File: config.mk
export PLATFORM = sky130hd
export DESIGN_NAME = priority_ready_queue_core
export DESIGN_NICKNAME = d
export VERILOG_FILES = /design/src/rtl/prq_pkg.sv /design/src/rtl/priority_ready_queue_core.sv /design/src/rtl/prq_ram.sv
export SDC_FILE = /design/constraint.sdc
export NUM_CORES = 2
export LEC_CHECK = 0
export ABC_AREA = 1
export BUFFER_PORTS_ARGS = -buffer_cell sky130_fd_sc_hd__buf_4
export CAP_MARGIN = 20
export CORE_AREA = 2 2 496 498
export CTS_CLUSTER_DIAMETER = 150
export DETAILED_ROUTE_END_ITERATION = 8
export DIE_AREA = 0 0 498 500
export MAX_ROUTING_LAYER = met4
export PLACE_DENSITY_LB_ADDON = 0.15
export RECOVER_POWER = 25
export SKIP_LAST_GASP = 1
export SYNTH_ARGS = -nofsm -noshare
export SYNTH_HDL_FRONTEND = slang
export SYNTH_SLANG_ARGS = --single-unit
export TNS_END_PERCENT = 10
File: constraint.sdc
create_clock -name clock -period 5.2 [get_ports clock]
set_clock_uncertainty 0.15 [all_clocks]
set_input_delay 0 -clock clock [delete_from_list [all_inputs] [get_ports clock]]
set_output_delay 0 -clock clock [all_outputs]
set_load 0.02 [all_outputs]
File: src/rtl/prq_pkg.sv
// ----------------------------------------------------------------------------
// prq_pkg: shared constants, codes and helpers of the priority ready queue
// Sizes of the id pool and the level set, field widths and the two
// priority encoders used to pick a free id and the best non-empty level.
// ----------------------------------------------------------------------------
package prq_pkg;

   // sizing
   localparam int NUM_LEVELS = 64;
   localparam int NUM_IDS    = 32;
   localparam int TAG_WIDTH  = 32;
   localparam int LVL_W      = $clog2(NUM_LEVELS);
   localparam int ID_W       = $clog2(NUM_IDS);

   // item field widths
   localparam int ID_FIELD_W  = 6;
   localparam int PRIO_W      = 7;
   localparam int TAG_FIELD_W = 32;
   localparam int CNT_W       = 6;

   // item kinds
   localparam logic KIND_ADD    = 1'b0;
   localparam logic KIND_REMOVE = 1'b1;

   // lowest id whose used bit is clear
   function automatic logic [ID_W-1:0] lowest_free_id(input logic [NUM_IDS-1:0] used);
      logic [ID_W-1:0] idx;
      idx = '0;
      for (int i = NUM_IDS - 1; i >= 0; i--) begin
         if (!used[i]) begin
            idx = ID_W'(i);
         end
      end
      return idx;
   endfunction

   // lowest (best) level whose non-empty bit is set
   function automatic logic [LVL_W-1:0] best_level(input logic [NUM_LEVELS-1:0] busy);
      logic [LVL_W-1:0] idx;
      idx = '0;
      for (int i = NUM_LEVELS - 1; i >= 0; i--) begin
         if (busy[i]) begin
            idx = LVL_W'(i);
         end
      end
      return idx;
   endfunction

endpackage

File: src/rtl/priority_ready_queue_core.sv
// ----------------------------------------------------------------------------
// priority_ready_queue_core: job ready queue, one FIFO per priority level
// Add items store a job under a free id at the tail of its level; remove
// items pop the head of the best non-empty level. Head/tail per level, the
// next-id links and the job tags live in RAMs; used and non-empty maps and
// the job count live in flops.
// Response path: rsp_tvalid is set from ST_LOOKUP for an add, a rejected
//   add or a remove on an empty queue, and from ST_FETCH for a successful
//   remove, after the chain of registered RAM reads (level word, then link
//   and tag at the head id); both wait while the output register is full.
// Flow: a new item is taken only in ST_IDLE, once the previous one is done;
//   it is taken while the previous result waits in the output register.
// Reset: synchronous; clears maps, count and control, no RAM clearing pass.
// ----------------------------------------------------------------------------
module priority_ready_queue_core
   import prq_pkg::*;
(
   input  logic        clock,
   input  logic        reset,
   // request channel
   input  logic        req_tvalid,
   output logic        req_tready,
   input  logic [47:0] req_tdata,  // requested_id[5:0], priority_req[12:6], job_tag[44:13]
   input  logic        req_tuser,  // kind
   // response channel
   output logic        rsp_tvalid,
   input  logic        rsp_tready,
   output logic [55:0] rsp_tdata,  // job_id[5:0], job_priority[12:6], job_tag_out[44:13],
                                   // queue_count[50:45]
   output logic        rsp_tuser   // done_res
);

   typedef enum logic [1:0] {
      ST_IDLE,
      ST_LOOKUP,
      ST_FETCH
   } state_type;

   // control and item registers
   state_type               state_ff, state_in;
   logic                    kind_ff, kind_in;
   logic                    ok_ff, ok_in;
   logic [LVL_W-1:0]        lvl_ff, lvl_in;
   logic [ID_W-1:0]         slot_ff, slot_in;
   logic [TAG_WIDTH-1:0]    tag_ff, tag_in;
   logic [NUM_IDS-1:0]      used_ff, used_in;
   logic [NUM_LEVELS-1:0]   busy_ff, busy_in;
   logic [CNT_W-1:0]        count_ff, count_in;

   // output register
   logic                    rsp_valid_ff, rsp_valid_in;
   logic                    rsp_done_ff, rsp_done_in;
   logic [ID_FIELD_W-1:0]   rsp_id_ff, rsp_id_in;
   logic [PRIO_W-1:0]       rsp_prio_ff, rsp_prio_in;
   logic [TAG_FIELD_W-1:0]  rsp_tag_ff, rsp_tag_in;
   logic [CNT_W-1:0]        rsp_count_ff, rsp_count_in;

   // RAM ports
   logic                    lvl_we;
   logic [LVL_W-1:0]        lvl_rd_addr;
   logic [2*ID_W-1:0]       lvl_wr_data, lvl_rd_data;
   logic                    link_we;
   logic [ID_W-1:0]         link_wr_addr, link_wr_data, link_rd_data;
   logic                    tag_we;
   logic [TAG_WIDTH-1:0]    tag_rd_data;

   // request fields
   logic [ID_FIELD_W-1:0]   in_req_id, req_m1;
   logic [PRIO_W-1:0]       in_prio, prio_m1;
   logic [TAG_FIELD_W-1:0]  in_tag;
   logic                    accept, out_free;
   logic                    req_free, prio_ok;
   logic [LVL_W-1:0]        lvl_sel;
   logic [ID_W-1:0]         head_id, tail_id;

   assign in_req_id = req_tdata[5:0];
   assign in_prio   = req_tdata[12:6];
   assign in_tag    = req_tdata[44:13];

   assign req_tready = (state_ff == ST_IDLE);
   assign accept     = req_tvalid && req_tready;
   assign out_free   = !rsp_valid_ff || rsp_tready;

   // decode of the add item
   assign req_m1   = in_req_id - ID_FIELD_W'(1);
   assign prio_m1  = in_prio - PRIO_W'(1);
   assign req_free = (in_req_id != '0) && (in_req_id <= ID_FIELD_W'(NUM_IDS))
                     && !used_ff[req_m1[ID_W-1:0]];
   assign prio_ok  = (in_prio != '0) && (in_prio <= PRIO_W'(NUM_LEVELS));

   // level looked up: the item's own on add, the best busy one on remove
   assign lvl_sel     = (req_tuser == KIND_ADD) ? prio_m1[LVL_W-1:0] : best_level(busy_ff);
   assign lvl_rd_addr = (state_ff == ST_IDLE) ? lvl_sel : lvl_ff;

   assign head_id = lvl_rd_data[2*ID_W-1:ID_W];
   assign tail_id = lvl_rd_data[ID_W-1:0];

   // head/tail word per level
   prq_ram #(.WIDTH(2 * ID_W), .DEPTH(NUM_LEVELS)) u_level_ram (
      .clock   (clock),
      .wr_en   (lvl_we),
      .wr_addr (lvl_ff),
      .wr_data (lvl_wr_data),
      .rd_addr (lvl_rd_addr),
      .rd_data (lvl_rd_data)
   );

   // next id in the same level, indexed by id
   prq_ram #(.WIDTH(ID_W), .DEPTH(NUM_IDS)) u_link_ram (
      .clock   (clock),
      .wr_en   (link_we),
      .wr_addr (link_wr_addr),
      .wr_data (link_wr_data),
      .rd_addr (head_id),
      .rd_data (link_rd_data)
   );

   // job tag, indexed by id
   prq_ram #(.WIDTH(TAG_WIDTH), .DEPTH(NUM_IDS)) u_tag_ram (
      .clock   (clock),
      .wr_en   (tag_we),
      .wr_addr (slot_ff),
      .wr_data (tag_ff),
      .rd_addr (head_id),
      .rd_data (tag_rd_data)
   );

   // sequencer: capture, look up level, fetch head entry (successful remove only), update
   always_comb begin
      state_in     = state_ff;
      kind_in      = kind_ff;
      ok_in        = ok_ff;
      lvl_in       = lvl_ff;
      slot_in      = slot_ff;
      tag_in       = tag_ff;
      used_in      = used_ff;
      busy_in      = busy_ff;
      count_in     = count_ff;
      rsp_valid_in = rsp_valid_ff && !rsp_tready;
      rsp_done_in  = rsp_done_ff;
      rsp_id_in    = rsp_id_ff;
      rsp_prio_in  = rsp_prio_ff;
      rsp_tag_in   = rsp_tag_ff;
      rsp_count_in = rsp_count_ff;
      lvl_we       = 1'b0;
      lvl_wr_data  = lvl_rd_data;
      link_we      = 1'b0;
      link_wr_addr = tail_id;
      link_wr_data = slot_ff;
      tag_we       = 1'b0;

      unique case (state_ff)
         ST_IDLE: begin
            if (accept) begin
               kind_in = req_tuser;
               lvl_in  = lvl_sel;
               tag_in  = in_tag[TAG_WIDTH-1:0];
               if (req_tuser == KIND_ADD) begin
                  slot_in = req_free ? req_m1[ID_W-1:0] : lowest_free_id(used_ff);
                  ok_in   = prio_ok && !(&used_ff);
               end else begin
                  ok_in   = |busy_ff;
               end
               state_in = ST_LOOKUP;
            end
         end

         ST_LOOKUP: begin
            if (kind_ff == KIND_REMOVE && ok_ff) begin
               state_in = ST_FETCH;
            end else if (out_free) begin
               // add, or rejected / empty item
               rsp_valid_in = 1'b1;
               rsp_done_in  = ok_ff;
               rsp_id_in    = '0;
               rsp_prio_in  = '0;
               rsp_tag_in   = '0;
               rsp_count_in = count_ff;
               if (ok_ff) begin
                  tag_we = 1'b1;
                  lvl_we = 1'b1;
                  if (busy_ff[lvl_ff]) begin
                     link_we     = 1'b1;
                     lvl_wr_data = {head_id, slot_ff};
                  end else begin
                     lvl_wr_data = {slot_ff, slot_ff};
                  end
                  busy_in[lvl_ff]  = 1'b1;
                  used_in[slot_ff] = 1'b1;
                  count_in         = count_ff + CNT_W'(1);
                  rsp_id_in        = ID_FIELD_W'(slot_ff) + ID_FIELD_W'(1);
                  rsp_prio_in      = PRIO_W'(lvl_ff) + PRIO_W'(1);
                  rsp_tag_in       = TAG_FIELD_W'(tag_ff);
                  rsp_count_in     = count_ff + CNT_W'(1);
               end
               state_in = ST_IDLE;
            end
         end

         ST_FETCH: begin
            if (out_free) begin
               // pop head of the best level
               if (head_id == tail_id) begin
                  busy_in[lvl_ff] = 1'b0;
               end else begin
                  lvl_we      = 1'b1;
                  lvl_wr_data = {link_rd_data, tail_id};
               end
               used_in[head_id] = 1'b0;
               count_in         = (count_ff != '0) ? count_ff - CNT_W'(1) : count_ff;
               rsp_valid_in     = 1'b1;
               rsp_done_in      = 1'b1;
               rsp_id_in        = ID_FIELD_W'(head_id) + ID_FIELD_W'(1);
               rsp_prio_in      = PRIO_W'(lvl_ff) + PRIO_W'(1);
               rsp_tag_in       = TAG_FIELD_W'(tag_rd_data);
               rsp_count_in     = (count_ff != '0) ? count_ff - CNT_W'(1) : count_ff;
               state_in         = ST_IDLE;
            end
         end

         default: begin
            state_in = ST_IDLE;
         end
      endcase
   end

   // state and registered outputs
   always_ff @(posedge clock) begin
      if (reset) begin
         state_ff     <= ST_IDLE;
         used_ff      <= '0;
         busy_ff      <= '0;
         count_ff     <= '0;
         rsp_valid_ff <= 1'b0;
      end else begin
         state_ff     <= state_in;
         used_ff      <= used_in;
         busy_ff      <= busy_in;
         count_ff     <= count_in;
         rsp_valid_ff <= rsp_valid_in;
         kind_ff      <= kind_in;
         ok_ff        <= ok_in;
         lvl_ff       <= lvl_in;
         slot_ff      <= slot_in;
         tag_ff       <= tag_in;
         rsp_done_ff  <= rsp_done_in;
         rsp_id_ff    <= rsp_id_in;
         rsp_prio_ff  <= rsp_prio_in;
         rsp_tag_ff   <= rsp_tag_in;
         rsp_count_ff <= rsp_count_in;
      end
   end

   assign rsp_tvalid = rsp_valid_ff;
   assign rsp_tuser  = rsp_done_ff;
   assign rsp_tdata  = {5'b0, rsp_count_ff, rsp_tag_ff, rsp_prio_ff, rsp_id_ff};

endmodule

File: src/rtl/prq_ram.sv
// ----------------------------------------------------------------------------
// prq_ram: generic single-clock RAM
// One write port and one read port; read data is registered.
// ----------------------------------------------------------------------------
module prq_ram #(
   parameter int WIDTH = 8,
   parameter int DEPTH = 16
) (
   input  logic                     clock,
   input  logic                     wr_en,
   input  logic [$clog2(DEPTH)-1:0] wr_addr,
   input  logic [WIDTH-1:0]         wr_data,
   input  logic [$clog2(DEPTH)-1:0] rd_addr,
   output logic [WIDTH-1:0]         rd_data
);

   logic [WIDTH-1:0] mem [DEPTH];
   logic [WIDTH-1:0] rd_data_ff;

   always_ff @(posedge clock) begin
      if (wr_en) begin
         mem[wr_addr] <= wr_data;
      end
      rd_data_ff <= mem[rd_addr];
   end

   assign rd_data = rd_data_ff;

endmodule

* Yosys cells after proc, flatten, opt, wreduce, memory -nomap -nowiden
Memories as Yosys holds them, arrays and structs flattened. A register that Yosys moved wholly into a read port is not among the register bits.
Cells that the tools add are included.
** Storage, ports and cells
- Bits in registers :: 202
- Memory bits (writable) :: 1824
- Bits of input ports :: 53
- Output and inout bits :: 59
- Word-level logic and storage cells :: 257
- Memories kept :: 3
** Memories
- u_tag_ram.mem :: words 32, bits a word 32, rd ports 1, clocked after memory_dff 1, write ports 1, RTL line prq_ram.sv:17 : logic [WIDTH-1:0] mem [DEPTH];
- u_level_ram.mem :: words 64, bits a word 10, rd ports 1, clocked after memory_dff 1, write ports 1, RTL line prq_ram.sv:17
- u_link_ram.mem :: words 32, bits a word 5, rd ports 1, clocked after memory_dff 1, write ports 1, RTL line prq_ram.sv:17
** Cells by class
- $add $sub $neg :: 7
- $lt $le $gt $ge :: 9
- Equal/unequal tests :: 9
- Muxes and demuxes :: 178
- Bitwise logic cells :: 8
- Reduce and logical (&&, ||, !) cells :: 28
** Operators with widths (count)
- two-way mux 6 bit :: 75
- two-way mux 64 bit :: 5
- two-way mux 32 bit :: 8
- two-way mux 5 bit :: 33
- case mux 32 bit (2 select lines) :: 2
- case mux 64 bit (2 select lines) :: 1
- AND 64 bit :: 1
- inverter 64 bit :: 1
- bitwise OR 64 bit :: 1
- OR reduction 64 bit :: 1
- two-way mux 10 bit :: 6
- AND 32 bit :: 1
- inverter 32 bit :: 1
- bitwise OR 32 bit :: 1
- AND reduction 32 bit :: 1
- two-way mux 1 bit :: 28
- two-way mux 7 bit :: 4
- case mux 6 bit (2 select lines) :: 2
- case mux 10 bit (2 select lines) :: 1
- < comparator 5 x 6 -> 1 bit, second input constant :: 3
- case mux 7 bit (2 select lines) :: 1
- adder 5 x 1 -> 6 bit, second input constant :: 2
- nonzero test 6 bit :: 2
- subtractor 6 x 1 -> 6 bit, second input constant :: 2
- other kinds (31) :: 56

* Depth between registers and ports, before layout
- Depth in word-level cells :: 66
- Mapped depth :: 76
- Mapped depth without buffers :: 74

* Modules after synthesis
Synthesis repeated with hierarchy kept, for this count alone.
** Unflattened totals
- Cell total of the unflattened synthesis :: 7801
- Area, all modules :: 87008.4 sq um
** Modules (own cells, without submodules)
- prq_ram at u_tag_ram :: instances 1, cells an instance 3536, area an instance 42405.7 sq um
- prq_ram at u_level_ram :: instances 1, cells an instance 2250, area an instance 26514.2 sq um
- priority_ready_queue_core :: instances 1, cells an instance 1420, area an instance 11292.1 sq um
- prq_ram at u_link_ram :: instances 1, cells an instance 595, area an instance 6796.5 sq um

* Worst setup path after synthesis
OpenSTA, ideal clock, no wires.
- Path kind :: reg-to-reg
- Start :: reg slot_ff[0] (netlist: link_wr_data[0])
- End :: mem u_tag_ram.mem[12][0] (netlist bit), enable pin
- Library setup time :: 0.501 ns
- Arrival :: 4.592 ns
- Setup slack :: -0.044 ns
- Cell stages (with the launch flop) :: 6
- Path buffers :: 1
- Period minus slack after synthesis :: 5.244 ns
- Cells stage by stage :: edfxtp_1 -> inv_1 -> ha_1 -> clkbuf_1 -> inv_1 -> nor4_1
** RTL lines
- start, declared :: RTL line priority_ready_queue_core.sv:44 : logic [ID_W-1:0] slot_ff, slot_in;
- start signal, assigned :: RTL line priority_ready_queue_core.sv:244 : slot_ff <= slot_in;
- end, declared :: RTL line prq_ram.sv:17
Straight into the memory's write port.

==> results_tabular.tex <==
\begin{tabular}{lr}
\hline
Metric & Value \\
\hline
\multicolumn{2}{l}{\textbf{Clocking}} \\
Worst-skew pair later-pin latency & 880 ps \\
Number of buffers created by CTS & 219 \\
Maximum root-to-sink buffer count & 3 \\
Number of clock sinks seen by CTS & 2,073 \\
Maximum level of the CTS H-tree & 4 \\
Root cell of the clock tree & clkbuf\_16 \\
Clock-pin slew reported for the worst setup and hold paths after clock tree synthesis & 60 ps \\
Clock tree from TritonCTS & yes \\
\multicolumn{2}{l}{\textbf{Synth}} \\
Number of enable flip-flop cells after synthesis & 1,921 \\
Post-Synthesis Mean Instance Area & 11.8 um\^{}2 \\
Library cell with the highest instance count after synthesis & edfxtp\_1 \\
Number of different library cells in the post-synthesis netlist & 45 \\
Top cell types by occurrence after synthesis & edfxtp\_1 (1,921), nand2\_1 (1,042), nor2\_1 (767), o21ai\_0 (747), nand3\_1 (734) \\
Gate Count Post-Synth & 7,193 \\
Sequential area share after synthesis & 0.715 \\
Fraction of synthesized cell area taken by the top area cell type & 0.679 \\
Synthesis Warnings & 0 \\
Synthesized cell area & 84,900 um\^{}2 \\
Most used flip-flop cell after synthesis & edfxtp\_1 \\
Most area-consuming cells after synthesis & edfxtp\_1 (68\%), nand2\_1 (4.6\%), o21ai\_0 (4.4\%), nand3\_1 (4.3\%), dfxtp\_1 (3.6\%) \\
Cell accounting for the most synthesized area & edfxtp\_1 \\
Share of synthesized flip-flops with an asynchronous set or reset & 0 \\
Flip-flop and latch count after synthesis & 2,073 \\
\multicolumn{2}{l}{\textbf{Power and ir drop}} \\
Relative contribution of the clock network to total power & 0.356 \\
Switching part of the total & 0.306 \\
Internal cell power & 30,700 uW \\
Max IR drop VDD & 0.292 mV \\
Relative contribution of sequential cells to total power & 0.434 \\
Switching power total & 13,600 uW \\
Fraction of power consumed by combinational cells & 0.210 \\
Ratio of total power to cell area & 438 nW/um\^{}2 \\
Leakage & 0.0351 uW \\
\multicolumn{2}{l}{\textbf{Floorplanning}} \\
Chip height & 500 um \\
Total Die Area & 249,000 um\^{}2 \\
Number of ports placed on the die boundary & 112 \\
Core Rows & 182 \\
Die width & 498 um \\
Starting Density & 0.348 \\
Core Footprint & 244,000 um\^{}2 \\
\multicolumn{2}{l}{\textbf{Critical path}} \\
Cell class contributing the biggest share of worst-path delay & simple AND/OR/NAND/NOR gates \\
R2r endpoint & u\_level\_ram.rd\_data[0]\$\_DFF\_P\_ \\
Largest stage delay on the critical path & 330 ps \\
Buffer and inverter count on the worst path & 6 \\
WS Path Type & flop to flop \\
Crit Path Max Fanout & 7 \\
WP data required & 5800 ps \\
Reg2reg path depth & 79 \\
Arrival time at the worst endpoint & 5910 ps \\
Most frequent cell on the critical path & nand2\_1 \\
R2r setup slk & -120 ps \\
CP max stage cell & dfxtp\_2 \\
Crit path capture type & flop \\
Startpoint type of the worst setup path & flop \\
\multicolumn{2}{l}{\textbf{Route}} \\
Per-cell via count in the routed design & 5.42 \\
Number of detailed-route iterations in the first pass & 6 \\
Total wire length after detailed routing & 276 mm \\
Total number of vias & 59,200 \\
Count of antenna-violating nets left after detailed routing & 0 \\
WL/cell & 25.3 um \\
DRC violation count after routing & 0 \\
Count of routing violations after the opening detailed-route iteration & 6,265 \\
\multicolumn{2}{l}{\textbf{GRT}} \\
GRT overflow & 0 \\
Maximum number of pins on one net before global-route repair & 192 \\
Overall track demand over capacity in global routing & 0.222 \\
Vias in the first global route & 56,700 \\
Initial antenna violation count & 18 \\
Wire length of the first global-routing pass & 399 mm \\
\multicolumn{2}{l}{\textbf{STA}} \\
Setup violations, final & 10 \\
Count of pins over their slew limit & 280 \\
Share of the cycle needed by the critical path after routing & 1.02 \\
Fmax & 188 MHz \\
Tightest Pin Transition & 1990 ps \\
Slew margin rel. & -0.323 \\
Worst setup margin & -116 ps \\
Final Hold Fails & 0 \\
RSZ-0062 raised after global routing & yes \\
Worst hold margin & 93.1 ps \\
Period minus WS final & 5320 ps \\
\multicolumn{2}{l}{\textbf{Final layout}} \\
Synth-to-Final Area Change & 18.9\% \\
Final net count & 7,584 \\
Proportion of layout cells with a drive suffix above 1 & 0.121 \\
Fill cell instance count of the final layout & 22,900 \\
Finished Core Util & 0.413 \\
\multicolumn{2}{l}{\textbf{Run}} \\
Max-cap viol count & 9 \\
\multicolumn{2}{l}{\textbf{Place}} \\
Total half-perimeter wirelength after legalization and detailed placement & 155 mm \\
Number of port buffers & 103 \\
Placer Congestion & 0.864 \\
\multicolumn{2}{l}{\textbf{Min path}} \\
Worst hold path endpoint & lvl\_ff[5]\$\_DFFE\_PP\_ \\
Start point of the worst min-delay path & req\_tuser \\
Min-delay worst type & primary input to flop \\
Hold Path Depth & 5 \\
\multicolumn{2}{l}{\textbf{Status}} \\
Status & finished, violations left \\
Violated checks & capacitance limit, slew limit, setup timing \\
\hline
\end{tabular}
-- state kept, by name, summed over array words and instances, names as in the netlist, 6 cells and up, named ones only --
name / cells
used_ff: 32
rsp_tag_ff: 32
u_level_ram.mem: 640
u_tag_ram.rd_data: 32
u_link_ram.mem: 160
lvl_ff: 6
u_tag_ram.mem: 1024
rsp_count_ff: 6
tag_ff: 32
rsp_prio_ff: 7
count_ff: 6
rsp_id_ff: 6
u_level_ram.rd_data: 10
-- placed cells by master, fill, tap and decap left out, types with 8 or more instances in the layout --
master	n
a21oi_1	138
a221oi_1	81
a22o_1	102
a31oi_1	10
buf_12	49
buf_16	16
buf_4	315
buf_6	11
bufinv_16	21
clkbuf_1	117
clkbuf_16	221
clkbuf_4	19
clkbuf_8	14
clkinv_1	56
clkinv_2	26
dfxtp_1	149
diode_2	10
dlygate4sd3_1	100
edfxtp_1	1921
ha_1	18
inv_1	352
inv_2	8
nand2_1	1035
nand3_1	620
nand3_2	93
nand3_4	22
nand3b_1	41
nand4_1	12
nor2_1	745
nor2_4	22
nor3_1	137
nor3_2	22
o21ai_0	741
o21ai_4	8
o22ai_1	324
o31ai_1	15
xor2_1	10
-- per-layer routing --
metal  vias to the layer above  GRT usage  routed length, um
met5                         -          -                  0
met1                     30000      0.316             126000
met2                      2058      0.336             125000
met3                       370     0.0297              18100
met4                         0     0.0588               6440
li1                      26800          -                  -
-- cell families after synthesis --
family          share of synthesized area
simple gates                        0.138
flops                               0.715
compound gates                      0.101
buf+inv                            0.0417
fa+ha+maj                         0.00280
xor+xnor                          0.00155
other cells                     0.0000442
-- worst max path at each step --
stage	cells past startpoint	end	slack, ps	start
2_1_floorplan	5	u_tag_ram.mem[12][0]$_DFFE_PP_	-40	link_wr_data[0]$_DFFE_PP_
3_5_place_dp	76	u_level_ram.rd_data[4]$_DFF_P_	-430	flop
5_1_grt	76	u_level_ram.rd_data[2]$_DFF_P_	-760	flop
4_1_cts	78	u_level_ram.rd_data[1]$_DFF_P_	-50	flop
3_3_place_gp	76	u_level_ram.rd_data[3]$_DFF_P_	-810	flop
6_report	79	u_level_ram.rd_data[0]$_DFF_P_	-120	flop
-- repair_timing --
action / CTS / global route
hold buffers: 100 / 0
pin swaps: 52 / 23
gates resized for setup: 173 / 24
endpoints found under the hold margin: 171 / 0
setup endpoints to repair: 10 / 10
gates cloned: 17 / 1
setup buffers: 17 / 7
-- layout make-up --
class	count	area (um^2)	share of cell area
clock buffer	293	5920	0.0586
antenna	10	25.0	0.000248
inverter	370	1410	0.0139
clock inverter	119	1270	0.0126
tap	3220	4030	0.0399
timing repair buffer	583	5630	0.0557
sequential	2073	60700	0.602
multi-input combinational	4265	22000	0.217
-- power by group through the flow --
| stage | Combinational [uW] | Clock, uW | Sequential (uW) |
|---|---|---|---|
| after floorplan | 5200 | 0 | 19500 |
| after global routing | 10100 | 16700 | 19200 |
| after detailed placement | 8690 | 0 | 19600 |
| after global placement | 8650 | 0 | 19600 |
| after CTS | 9220 | 16100 | 19200 |
| final | 9300 | 15700 | 19200 |
-- worst register-to-register path, delay by kind of cell, from the launching register on --
family	cells	cell delay, ps
buffers and inverters	6	830
DFF	1	330
and+or+nand+nor	73	3850
-- through the flow --
step                area (um^2)  instances  setup slack (ps)  setup TNS (ps)  total power, uW
finish                   101000      10900              -116            -904            44300
global route             101000      10900              -755           -7320            46000
CTS                      101000      10900             -50.3            -437            44500
detailed placement        91100      10400              -434           -3300            28300
global placement          91100      10400              -814           -7110            28200
floorplan                 84900       7197             -43.6           -2790            24700
(Power assumes the default switching activity.)
